`src/design/cpfl_pkg.sv`:
```
package cpfl_pkg;

  // Pool size and the widths that follow from it.
  localparam int NUM_CHUNKS  = 256;
  localparam int IDX_W       = $clog2(NUM_CHUNKS);
  localparam int CNT_W       = $clog2(NUM_CHUNKS + 1);
  localparam int INDEX_LIMIT = (NUM_CHUNKS < 256) ? NUM_CHUNKS : 256;

  // Field and register widths.
  localparam int ACTION_W = 2;
  localparam int STATUS_W = 2;
  localparam int CINDEX_W = 8;
  localparam int COUNT_W  = 9;
  localparam int UNITS_W  = 13;
  localparam int OFFSET_W = 24;
  localparam int UNIT_SHIFT = 4;
  localparam int PROD_W   = CINDEX_W + UNITS_W;

  localparam logic [COUNT_W-1:0] COUNT_RESET = COUNT_W'(256);
  localparam logic [UNITS_W-1:0] UNITS_RESET = UNITS_W'(1);
  localparam logic [UNITS_W-1:0] UNITS_MAX   = UNITS_W'(4096);
  localparam logic [COUNT_W-1:0] COUNT_LIMIT = COUNT_W'(INDEX_LIMIT);

  // Actions.
  localparam logic [ACTION_W-1:0] ACT_ALLOC = 2'd0;
  localparam logic [ACTION_W-1:0] ACT_FREE  = 2'd1;
  localparam logic [ACTION_W-1:0] ACT_CLEAR = 2'd2;

  // Result status codes.
  localparam logic [STATUS_W-1:0] ST_OK    = 2'd0;
  localparam logic [STATUS_W-1:0] ST_EMPTY = 2'd1;
  localparam logic [STATUS_W-1:0] ST_RANGE = 2'd2;

  // Configuration register indexes.
  localparam int CFG_IDX_W = 1;
  localparam logic [CFG_IDX_W-1:0] CFG_CHUNK_COUNT = 1'b0;
  localparam logic [CFG_IDX_W-1:0] CFG_CHUNK_UNITS = 1'b1;

  // One link of the free list.
  typedef struct packed {
    logic             valid;
    logic [IDX_W-1:0] link;
  } cpfl_link_t;

  // Requests from the controller to the link store.
  typedef struct packed {
    logic             wr_en;
    logic [IDX_W-1:0] wr_addr;
    cpfl_link_t       wr_data;
    logic             rd_en;
    logic [IDX_W-1:0] rd_addr;
    logic             rebuild;
    logic [CNT_W-1:0] rebuild_cnt;
  } cpfl_store_req_t;

endpackage

```
`src/design/cpfl_link_store.sv`:
```
module cpfl_link_store import cpfl_pkg::*; (
  input  logic            clk,
  input  logic            rst_n,
  input  cpfl_store_req_t req,
  output cpfl_link_t      rd_entry
);

  // Link memory with a registered read. An entry that has not been
  // written since the last rebuild reads as the rebuilt chain: entry i links
  // to i-1 when 0 < i < count, and holds no link otherwise.
  cpfl_link_t             mem [NUM_CHUNKS];
  logic [NUM_CHUNKS-1:0]  written_r;
  logic [CNT_W-1:0]       rebuild_cnt_r;
  logic [IDX_W-1:0]       rd_addr_r;
  cpfl_link_t             rdata_r;
  cpfl_link_t             rebuilt;

  always_ff @(posedge clk) begin
    if (req.wr_en) begin
      mem[req.wr_addr] <= req.wr_data;
    end
    if (req.rd_en) begin
      rdata_r   <= mem[req.rd_addr];
      rd_addr_r <= req.rd_addr;
    end
  end

  always_ff @(posedge clk) begin
    if (!rst_n) begin
      written_r     <= '0;
      rebuild_cnt_r <= CNT_W'(COUNT_LIMIT);
    end else if (req.rebuild) begin
      written_r     <= '0;
      rebuild_cnt_r <= req.rebuild_cnt;
    end else if (req.wr_en) begin
      written_r[req.wr_addr] <= 1'b1;
    end
  end

  always_comb begin
    rebuilt.valid = (rd_addr_r != '0) && ({1'b0, rd_addr_r} < rebuild_cnt_r);
    rebuilt.link  = rebuilt.valid ? (rd_addr_r - IDX_W'(1)) : '0;
    rd_entry      = written_r[rd_addr_r] ? rdata_r : rebuilt;
  end

endmodule

```
`src/design/chunk_pool_free_list.sv`:
```
// Fixed-size chunk pool allocator built on a last-in first-out free list.
// The input channel (in_valid, in_stall) carries one word per request:
// alloc pops the head chunk, free pushes in_chunk_index after a range check
// against chunk_count, and clear rebuilds the list so that chunks leave in
// descending order. Every request answers with exactly one word on the
// result channel (out_valid, out_stall): a status, and for a successful
// alloc the chunk index and its byte offset (index * chunk_units * 16).
// Free, clear and an empty alloc have their result registered at the
// edge that accepts them. A successful alloc reads the link of the head
// chunk from the synchronous link memory: the request is accepted, and
// the result appears after the read returns. The input stalls during
// that read, so no request follows an alloc until its result is
// registered; other requests go every cycle while the receiver keeps up.
// Clear needs no pass over the memory: per-entry written bits mark which
// links the memory holds, and the others read as the rebuilt chain.
// The result register lets the next request in while a word waits, as long
// as the waiting word is taken in the same cycle; a stalled result holds.
// Reset leaves chunk_count at 256, chunk_units at 1 and the full list with
// chunk 255 at the head; no clearing pass is needed.
// Writes on cfg_we take effect at once; issue them only while idle.
module chunk_pool_free_list import cpfl_pkg::*; (
  input  logic                 clk,
  input  logic                 rst_n,
  input  logic                 in_valid,
  output logic                 in_stall,
  input  logic [ACTION_W-1:0]  in_action,
  input  logic [CINDEX_W-1:0]  in_chunk_index,
  output logic                 out_valid,
  input  logic                 out_stall,
  output logic [STATUS_W-1:0]  out_status,
  output logic [CINDEX_W-1:0]  out_chunk_index_out,
  output logic [OFFSET_W-1:0]  out_byte_offset,
  input  logic                 cfg_we,
  input  logic [CFG_IDX_W-1:0] cfg_index,
  input  logic [UNITS_W-1:0]   cfg_wdata
);

  typedef enum logic {S_IDLE, S_POP} state_t;

  state_t                state_r, state_nxt;
  logic                  head_valid_r, head_valid_nxt;
  logic [IDX_W-1:0]      head_r, head_nxt;
  logic [COUNT_W-1:0]    chunk_count_r;
  logic [UNITS_W-1:0]    chunk_units_r;
  logic                  out_valid_r, out_valid_nxt;
  logic [STATUS_W-1:0]   out_status_r, out_status_nxt;
  logic [CINDEX_W-1:0]   out_index_r, out_index_nxt;
  logic [OFFSET_W-1:0]   out_offset_r, out_offset_nxt;

  logic                  in_acc;
  logic [COUNT_W-1:0]    eff_cnt;
  logic [UNITS_W-1:0]    units_sat;
  logic [PROD_W-1:0]     prod;
  logic [PROD_W+UNIT_SHIFT-1:0] offset_full;
  cpfl_store_req_t       store_req;
  cpfl_link_t            rd_entry;

  cpfl_link_store u_store (
    .clk      (clk),
    .rst_n    (rst_n),
    .req      (store_req),
    .rd_entry (rd_entry)
  );

  // A new word is taken only in idle and only when the result register is
  // free or is being emptied in this cycle.
  assign in_stall = (state_r != S_IDLE) || (out_valid_r && out_stall);
  assign in_acc   = in_valid && !in_stall;

  always_comb begin
    eff_cnt     = (chunk_count_r > COUNT_LIMIT) ? COUNT_LIMIT : chunk_count_r;
    units_sat   = (chunk_units_r > UNITS_MAX) ? UNITS_MAX : chunk_units_r;
    prod        = PROD_W'(CINDEX_W'(head_r)) * PROD_W'(units_sat);
    offset_full = {prod, {UNIT_SHIFT{1'b0}}};

    state_nxt      = state_r;
    head_valid_nxt = head_valid_r;
    head_nxt       = head_r;
    out_valid_nxt  = out_valid_r && out_stall;
    out_status_nxt = out_status_r;
    out_index_nxt  = out_index_r;
    out_offset_nxt = out_offset_r;

    store_req             = '0;
    store_req.rebuild_cnt = CNT_W'(eff_cnt);
    store_req.rd_addr     = head_r;
    store_req.wr_addr     = IDX_W'(in_chunk_index);
    store_req.wr_data     = '{valid: head_valid_r, link: head_r};

    unique case (state_r)
      S_IDLE: begin
        if (in_acc) begin
          out_status_nxt = ST_OK;
          out_index_nxt  = '0;
          out_offset_nxt = '0;
          priority if (in_action == ACT_ALLOC) begin
            if (!head_valid_r) begin
              out_valid_nxt  = 1'b1;
              out_status_nxt = ST_EMPTY;
            end else begin
              // Fetch the head's link; the result follows the read.
              store_req.rd_en = 1'b1;
              state_nxt       = S_POP;
            end
          end else if (in_action == ACT_FREE) begin
            out_valid_nxt = 1'b1;
            if ({1'b0, in_chunk_index} >= eff_cnt) begin
              out_status_nxt = ST_RANGE;
            end else begin
              store_req.wr_en = 1'b1;
              head_valid_nxt  = 1'b1;
              head_nxt        = IDX_W'(in_chunk_index);
            end
          end else if (in_action == ACT_CLEAR) begin
            out_valid_nxt     = 1'b1;
            store_req.rebuild = 1'b1;
            head_valid_nxt    = (eff_cnt != '0);
            head_nxt          = (eff_cnt != '0) ? IDX_W'(eff_cnt - COUNT_W'(1)) : '0;
          end else begin
            out_valid_nxt = 1'b1;
          end
        end
      end
      S_POP: begin
        out_valid_nxt  = 1'b1;
        out_status_nxt = ST_OK;
        out_index_nxt  = CINDEX_W'(head_r);
        out_offset_nxt = offset_full[OFFSET_W-1:0];
        head_valid_nxt = rd_entry.valid;
        head_nxt       = rd_entry.link;
        state_nxt      = S_IDLE;
      end
      default: begin
        state_nxt = S_IDLE;
      end
    endcase
  end

  always_ff @(posedge clk) begin
    if (!rst_n) begin
      state_r       <= S_IDLE;
      head_valid_r  <= 1'b1;
      head_r        <= IDX_W'(COUNT_LIMIT - COUNT_W'(1));
      chunk_count_r <= COUNT_RESET;
      chunk_units_r <= UNITS_RESET;
      out_valid_r   <= 1'b0;
      out_status_r  <= ST_OK;
      out_index_r   <= '0;
      out_offset_r  <= '0;
    end else begin
      state_r      <= state_nxt;
      head_valid_r <= head_valid_nxt;
      head_r       <= head_nxt;
      out_valid_r  <= out_valid_nxt;
      out_status_r <= out_status_nxt;
      out_index_r  <= out_index_nxt;
      out_offset_r <= out_offset_nxt;
      if (cfg_we) begin
        unique case (cfg_index)
          CFG_CHUNK_COUNT: chunk_count_r <= cfg_wdata[COUNT_W-1:0];
          CFG_CHUNK_UNITS: chunk_units_r <= cfg_wdata;
          default: ;
        endcase
      end
    end
  end

  assign out_valid           = out_valid_r;
  assign out_status          = out_status_r;
  assign out_chunk_index_out = out_index_r;
  assign out_byte_offset     = out_offset_r;

  // The result register must be empty when a pop completes.
  a_pop_slot_free: assert property (@(posedge clk) disable iff (!rst_n)
    (state_r == S_POP) |-> !out_valid_r)
    else $error("pop completes while a result is still pending");

  // An alloc on a non-empty list always goes through the read cycle.
  a_alloc_reads: assert property (@(posedge clk) disable iff (!rst_n)
    (in_acc && in_action == ACT_ALLOC && head_valid_r) |=> (state_r == S_POP))
    else $error("alloc did not enter the read cycle");

  // A free in range puts the chunk at the head of the list.
  a_free_pushes: assert property (@(posedge clk) disable iff (!rst_n)
    (in_acc && in_action == ACT_FREE && ({1'b0, in_chunk_index} < eff_cnt))
    |=> (head_valid_r && head_r == $past(IDX_W'(in_chunk_index))))
    else $error("freed chunk is not the new head");

  // Only a successful alloc reports a chunk.
  a_fail_zero: assert property (@(posedge clk) disable iff (!rst_n)
    (out_valid_r && out_status_r != ST_OK) |-> (out_index_r == '0 && out_offset_r == '0))
    else $error("failed request reports a chunk");

endmodule

```
`config.mk`:
```
export PLATFORM = sky130hd
export DESIGN_NAME = chunk_pool_free_list
export DESIGN_NICKNAME = d
export VERILOG_FILES = /design/src/design/cpfl_pkg.sv /design/src/design/cpfl_link_store.sv /design/src/design/chunk_pool_free_list.sv
export SDC_FILE = /design/constraint.sdc
export NUM_CORES = 2
export LEC_CHECK = 0
export BUFFER_PORTS_ARGS = -buffer_cell sky130_fd_sc_hd__buf_4
export CORE_UTILIZATION = 30
export DETAILED_ROUTE_END_ITERATION = 10
export PLACE_DENSITY = 0.52
export SYNTH_ARGS = -nofsm -noshare
export SYNTH_HDL_FRONTEND = slang
export SYNTH_SLANG_ARGS = --single-unit
```
`constraint.sdc`:
```
create_clock -name clk -period 9.4 [get_ports clk]
set_input_delay 0.94 -clock clk [delete_from_list [all_inputs] [get_ports clk]]
set_output_delay 0.94 -clock clk [all_outputs]
set_load 0.01 [all_outputs]
```
[Yosys cells after proc, flatten, opt, wreduce, memory -nomap -nowiden]
Memories as Yosys holds them, arrays and structs flattened. A register that Yosys moved wholly into a read port is not among the register bits.
Index checks and enable logic that the tools add are counted.
Word-level totals
  bits in registers: 340
  RAM bits: 2304
  bits of input ports: 29
  output and inout bits: 36
  logic and storage cells: 98
  memories: 1
Memories
  u_store.mem: words 256, bits a word 9, rd ports 1, clocked after Yosys merged registers in 1, write ports 1, line cpfl_link_store.sv:11  | cpfl_link_t mem [NUM_CHUNKS];
Cells by class
  add/subtract/negate cells: 2
  multiply operators: 1
  order comparisons: 7
  equal/unequal tests: 6
  multiplexer cells: 52
  bitwise gates (word level): 4
  reduce and logical (&&, ||, !) cells: 13
Operator list (number)
  OR 256 bit: 1
  two-way mux 8 bit: 8
  case mux 24 bit (2 select lines): 1
  case mux 8 bit (2 select lines): 2
  two-way mux 1 bit: 27
  two-way mux 24 bit: 1
  multiplier 8 x 13 -> 20 bit: 1
  less-than comparator 8 x 9 -> 1 bit (second input constant): 2
  two-way mux 9 bit: 2
  subtractor 8 x 1 -> 8 bit (second input constant): 2
  > comparator 13 bit (second input constant): 1
  two-way mux 13 bit: 1
  >= comparator 8 x 9 -> 1 bit: 1
  > comparator 9 bit (second input constant): 1
  less-than comparator 8 x 9 -> 1 bit: 1
  nonzero test 9 bit: 1
  binary-select mux 1 bit (select 8 bit): 1
  demux 1 bit (select 8 bit): 1
  >= comparator 8 x 1 -> 1 bit (second input constant): 1
  two-way mux 2 bit: 4
  nonzero test 8 bit: 1
  inequality test 3 bit (second input constant): 2
  case mux 1 bit (2 select lines): 3
  logical AND 1 bit: 4
  11 further kinds: 15

[Longest topological paths before layout]
  word-level depth: 10
  depth in mapped cells: 23

[Cells and area by module]
From an unflattened synthesis, not the netlist that was laid out.
Second synthesis, totals
  cell total of the unflattened synthesis: 5544
  area, all modules: 105631.3 um^2
Modules (own cells, without submodules)
  cpfl_link_store: instances 1, cells each 4780, area each 99260.2 um^2, seq. area each 75001.9 um^2
  chunk_pool_free_list: instances 1, cells each 764, area each 6371.1 um^2, seq. area each 1261.2 um^2

[Worst setup path before layout]
Ideal clock, no wire load.
  path type: flip-flop to flip-flop
  from: register head_r[2]
  to: register out_offset_r[22] (netlist: out_byte_offset[22])
  setup time: 0.079 ns
  arrival: 8.470 ns
  required time: 9.321 ns
  slack: 0.851 ns
  stages on the path, launching flop included: 22
  path buffers: 4
  clock period less this slack: 8.549 ns
  cell sequence: dfxtp_1 > clkbuf_1 > clkbuf_1 > buf_1 > clkbuf_1 > and2_1 > fa_1 > fa_1 > fa_1 > inv_1 > fa_1 > inv_1 > ha_1 > a21oi_1 > o21bai_1 > a21oi_1 > nor2b_1 > a311o_1 > a221o_1 > a31oi_1 > nand4_1 > o211ai_1
Between the ends
  longest elaborated chain between the ends: 2
Ends and longest elaborated chain
  start: declaration: line chunk_pool_free_list.sv:42  | logic [IDX_W-1:0] head_r, head_nxt;
  start signal: assignment: line chunk_pool_free_list.sv:143  | head_r <= IDX_W'(COUNT_LIMIT - COUNT_W'(1));
  start signal: assignment: line chunk_pool_free_list.sv:153  | head_r <= head_nxt;
  multiplier 8 x 13 -> 20 bit: line chunk_pool_free_list.sv:73  | prod = PROD_W'(CINDEX_W'(head_r)) * PROD_W'(units_sat);
  case mux 24 bit (2 select lines): line chunk_pool_free_list.sv:90  | unique case (state_r)
  end signal: assignment: line chunk_pool_free_list.sv:157  | out_offset_r <= out_offset_nxt;
  end: declaration: line chunk_pool_free_list.sv:48  | logic [OFFSET_W-1:0] out_offset_r, out_offset_nxt;
No other way between the ends.
A chain may end at the register's enable or synchronous reset.

[Final worst setup path]
  from: register chunk_count_r[3]
  to: memory u_store.mem[196][2] (netlist bit) (enable)
Between the ends
  longest elaborated chain between the ends: 10
Ends and longest elaborated chain
  start: declaration: line chunk_pool_free_list.sv:43  | logic [COUNT_W-1:0] chunk_count_r;
  start signal: assignment: line chunk_pool_free_list.sv:160  | CFG_CHUNK_COUNT: chunk_count_r <= cfg_wdata[COUNT_W-1:0];
  > comparator 9 bit: line chunk_pool_free_list.sv:71  | eff_cnt = (chunk_count_r > COUNT_LIMIT) ? COUNT_LIMIT : chunk_count_r;
  two-way mux 9 bit *: line chunk_pool_free_list.sv:71
  >= comparator 8 x 9 -> 1 bit *: line chunk_pool_free_list.sv:107  | if ({1'b0, in_chunk_index} >= eff_cnt) begin
  two-way mux 1 bit *: line chunk_pool_free_list.sv:107
  two-way mux 1 bit *: line chunk_pool_free_list.sv:105  | end else if (in_action == ACT_FREE) begin
  two-way mux 1 bit *: line chunk_pool_free_list.sv:96  | priority if (in_action == ACT_ALLOC) begin
  two-way mux 1 bit *: line chunk_pool_free_list.sv:92  | if (in_acc) begin
  two-way mux 1 bit *: line chunk_pool_free_list.sv:90
  two-way mux 1 bit *: line cpfl_link_store.sv:19  | if (req.wr_en) begin
  two-way mux 1 bit (not written as such) *: line cpfl_link_store.sv:20  | mem[req.wr_addr] <= req.wr_data;
  end: declaration: line cpfl_link_store.sv:11
Mark *: on every way between the ends. The rest lies on a longest branch, timed or not.

==> results.md <==
| Step | Result | This run |
| --- | --- | --- |
| clock network | CTS Buf Count | 304 |
| logic synthesis | Share of the synthesized area in compound gates (AO/OA/AOI/OAI) | 0.03053 |
| floorplan | Core region area | 349400 um^2 |
| grt | Grt total ovfl | 0 |
| logic synthesis | Most area-consuming cells after synthesis | edfxtp_1 (66%), mux4_2 (17%), dfxtp_1 (6.2%), o21a_1 (1.9%), fa_1 (1.2%) |
| timing | Hold Worst Slack | 0.2702 ns |
| route | Number of detailed-routing iterations run before antenna repair | 5 |
| floorplan | Die width | 594.8 um |
| grt | Vias in the first global route | 52420 |
| worst setup path | Startpoint of the worst setup timing path | chunk_count_r[3] |
| logic synthesis | Post-synth top cells | edfxtp_1 (2321), mux4_2 (813), dfxtp_1 (328) |
| timing | RSZ-0062 raised after global routing | no |
| placed design | Last weighted congestion value of the routability-driven placer | 0.8250 |
| worst setup path | Cells on worst reg2reg path | 11 |
| floorplan | Placement Rows | 217 |
| clock network | Clock tree from TritonCTS | built |
| timing | Max_slew headroom | 0.08019 |
| placed design | HPWL reported at the end of detailed placement | 168.4 mm |
| route | Routed via count | 51300 |
| layout | Final Non-Filler Cells | 10230 |
| pwr | Leakage power summed over all cells | 37.95 nW |
| pwr | Clock share of power | 0.430 |
| worst setup path | Crit Reg-Reg Startpoint | chunk_count_r[3] |
| route | Average via count per standard cell | 5.013 |
| grt | Wire length of the first global-routing pass | 393.6 mm |
| floorplan | Die height | 594.8 um |
| pwr | Power per cell area | 217.2 nW/um^2 |
| clock network | CTS root buf | clkbuf_16 |
| logic synthesis | Post-Synth Adder-Cell Area | 0.01935 |
| worst setup path | Top fanout value on the critical path | 32 |
| worst setup path | Setup crit start kind | register |
| timing | Final number of hold-violating endpoints | 0 |
| clock network | Clock-pin slew on the worst setup and hold paths | 0.06 ns |
| clock network | Resized Gates After CTS | 0 |
| logic synthesis | Async set-reset flop share out of synthesis | 0 |
| run status | Result of the run | finished clean |
| pwr | Combinational Power Share | 0.079 |
| logic synthesis | Most area-hungry cell type in the Yosys netlist | edfxtp_1 |
| route | Count of nets left with antenna violations after detail routing | 0 |
| logic synthesis | Count of distinct cell types in the synthesized netlist | 64 |
| clock network | Clock latency on the worst-skew pair | 0.94 ns |
| clock network | TritonCTS Sinks | 2649 |
| pwr | Total Power Consumption | 26.25 mW |
| clock network | Post-CTS Repair Setup Buffers | 0 |
| route | Total routed wirelength | 273.4 mm |
| timing | Max Slew Vio Count | 0 |
| route | WL/cell | 26.72 um |
| clock network | Clock Path Buffers | 4 |
| placed design | Port buffer count | 60 |
| timing | Final period util | 0.6204 |
| logic synthesis | Number of flops mapped to enable cells by yosys | 2321 |
| clock network | H-tree levels | 5 |
| pwr | Cell-internal power | 20.39 mW |
| logic synthesis | Mean post-synth cell area | 20.19 um^2 |
| layout | FILL cells | 32330 |
| grt | Pin count of the biggest net entering global routing | 202 |
| timing | Final period demand of the worst path | 5.832 ns |
| worst setup path | End of the worst register-to-register path | u_store.mem[196][2] |
| timing | Maximum clock skew at final layout | 0.04957 ns |
| logic synthesis | Sequential fraction of the synthesis area | 0.7235 |
| timing | Least setup slack across all paths after layout | 3.568 ns |
| logic synthesis | Synth Area in XOR/XNOR | 0.001745 |
| logic synthesis | Post-synthesis instance total | 5221 |
| layout | Relative area change from synthesis to final layout | 14.65% |
| worst setup path | Worst EP arrival | 6.38 ns |
| logic synthesis | Number of warning messages in the yosys log | 0 |
| worst setup path | CP required | 9.94 ns |
| pwr | Power share of the sequential group | 0.492 |
| floorplan | Top-Level Pins | 65 |
| pwr | Proportion of total power due to net switching | 0.2234 |
| timing | Setup violation total in the final timing report | 0 |
| logic synthesis | Leading cell type by number of instances after synthesis | edfxtp_1 |
| worst setup path | Kind of end point of the critical path | register |
| route | Residual DRC count | 0 |
| grt | Total track usage | 0.1530 |
| layout | Final net count | 5554 |
| timing | Worst-margin pin slew | 1.378 ns |
| worst setup path | Endpoint of the worst setup timing path | u_store.mem[196][2] |
| logic synthesis | Number of flip-flops and latches in the synthesized netlist | 2649 |
| logic synthesis | Simple-gate portion of the synthesized area | 0.03099 |
| logic synthesis | Mux share of post-synthesis cell area | 0.1782 |
| pwr | Switching component of the power | 5.865 mW |
| run | Max Cap Violations | 0 |
| floorplan | Initial core utilization | 0.3017 |
| logic synthesis | Area of the mapped netlist | 105400 um^2 |
| placed design | Cell count after placement | 9694 |
| placed design | Worst setup timing slack at the placement stage | 3.759 ns |
| route | Detailed Route Iter0 Violations | 4877 |
| logic synthesis | Dominant combinational cell family by area after synthesis | multiplexers |
| grt | Number of antenna violations at the first check in global routing | 28 |
| logic synthesis | Area share of the largest cell type after synthesis | 0.6612 |
| clock network | Cts-stage hold buffer count | 0 |
| timing | Setup total negative slack | 0 ns |
| hold path | Hold crit path type | in -> reg |
| pwr | Peak ir drop on the vdd network | 0.2180 mV |
| timing | Top achievable clock speed | 171.5 MHz |
| floorplan | Die Outline Area | 353700 um^2 |
| worst setup path | Register-to-register setup slack | 3.57 ns |
| logic synthesis | Predominant post-synthesis flop cell | edfxtp_1 |
| layout | Layout cell share with drive strength beyond 1 | 0.2496 |
| worst setup path | WS Path Type | reg -> reg |
## registers in the layout, indices dropped and copies added (netlist names)
name / flops
u_store.mem: 2304
out_chunk_index_out: 8
head_valid_r: 1
u_store.written_r: 256
out_status: 2
u_store.rdata_r: 9
state_r: 1
head_r: 8
u_store.rd_addr_r: 8
u_store.rebuild_cnt_r: 9
out_valid: 1
chunk_units_r: 13
out_byte_offset: 20
chunk_count_r: 9
## power groups by stage
| stage | Combinational [mW] | Sequential [mW] | Clock (mW) |
|---|---|---|---|
| final | 2.07 | 12.9 | 11.3 |
| after global routing | 2.21 | 12.9 | 12.0 |
| after CTS | 2.11 | 12.9 | 11.5 |
| after detailed placement | 2.11 | 13.2 | 0 |
| after global placement | 2.10 | 13.2 | 0 |
| after floorplan | 1.28 | 13.3 | 0 |
## metal layers
metal	GRT usage	wire length, um	vias up
met5	0	36	-
met4	0.03830	5953	6
met3	0.02938	17340	351
met2	0.2431	129500	1583
met1	0.2157	120500	27790
li1	-	-	21570
## how the worst min path moves through the flow
stage                        startpoint                        to  slack [ns]  cells after the start
4_1_cts                    cfg_wdata[0]          chunk_units_r[0]        0.20                      3
2_1_floorplan  u_store.rebuild_cnt_r[2]  u_store.rebuild_cnt_r[2]        0.43                      2
5_1_grt                    cfg_wdata[0]          chunk_units_r[0]        0.24                      3
3_5_place_dp     u_store.written_r[158]    u_store.written_r[158]        0.45                      1
3_3_place_gp     u_store.written_r[240]    u_store.written_r[240]        0.44                      1
6_report                   cfg_wdata[0]          chunk_units_r[0]        0.27                      3
## worst max-delay path: stages, from the launching register on
cell and delay (ns):
dfxtp_1 0.37, or3_1 0.42, or3_1 0.39, o41ai_1 0.44, nand2_1 0.20, ha_1 0.30, a21o_1 0.16, a211oi_1 0.21
o21ai_0 0.19, a31oi_1 0.84, nand2_2 0.77, nor2_1 1.13
## area by class of cell
| class | instances | area, um^2 | share of cell area |
|---|---|---|---|
| timing repair buffer | 172 | 1454 | 0.01203 |
| tap | 4599 | 5754 | 0.04761 |
| multi-input combinational | 2171 | 27540 | 0.2279 |
| clock buffer | 415 | 8409 | 0.06958 |
| inverter | 103 | 386.6 | 0.003199 |
| clock inverter | 118 | 998.5 | 0.008262 |
| sequential | 2649 | 76300 | 0.6313 |
| antenna | 6 | 15.01 | 0.0001242 |
## layout by cell type, fill, tap and decap left out, drive strengths merged, types with 8 or more instances in the layout
cell type / netlist / layout
a21o: 9 / 9
nand4: 8 / 8
o21a: 261 / 261
a31oi: 12 / 12
ha: 59 / 59
a22o: 9 / 9
and2: 106 / 106
clkinv: 0 / 93
a211oi: 9 / 9
xnor2: 11 / 11
a21boi: 24 / 24
mux2i: 42 / 42
o21ai: 30 / 30
nor2b: 33 / 33
a22oi: 18 / 18
nand3: 22 / 22
nor3: 19 / 19
mux4: 813 / 813
bufinv: 0 / 16
a21oi: 37 / 37
nand2: 186 / 186
edfxtp: 2321 / 2321
buf: 106 / 172
inv: 103 / 106
nor2: 293 / 293
fa: 65 / 65
xor2: 10 / 10
nor3b: 10 / 10
clkbuf: 195 / 415
nand2b: 14 / 14
dfxtp: 328 / 328
## per-stage QoR
stage	cell area, um^2	utilization
after floorplan	105400	-
after global placement	111400	0.3189
after detailed placement	111400	0.3189
after CTS	120800	0.3458
after global routing	120800	0.3458
final	120900	0.3459
## cell families after synthesis
| logic type | count (synthesis) |
|---|---|
| adder cells (fa/ha/maj) | 124 |
| buffers and inverters | 404 |
| other | 1 |
| XOR/XNOR | 21 |
| AND/OR/NAND/NOR | 715 |
| multiplexers | 860 |
| flip-flops | 2649 |
| AO/OA/AOI/OAI | 447 |
No activity file was read; power rests on OpenSTA's default activity.
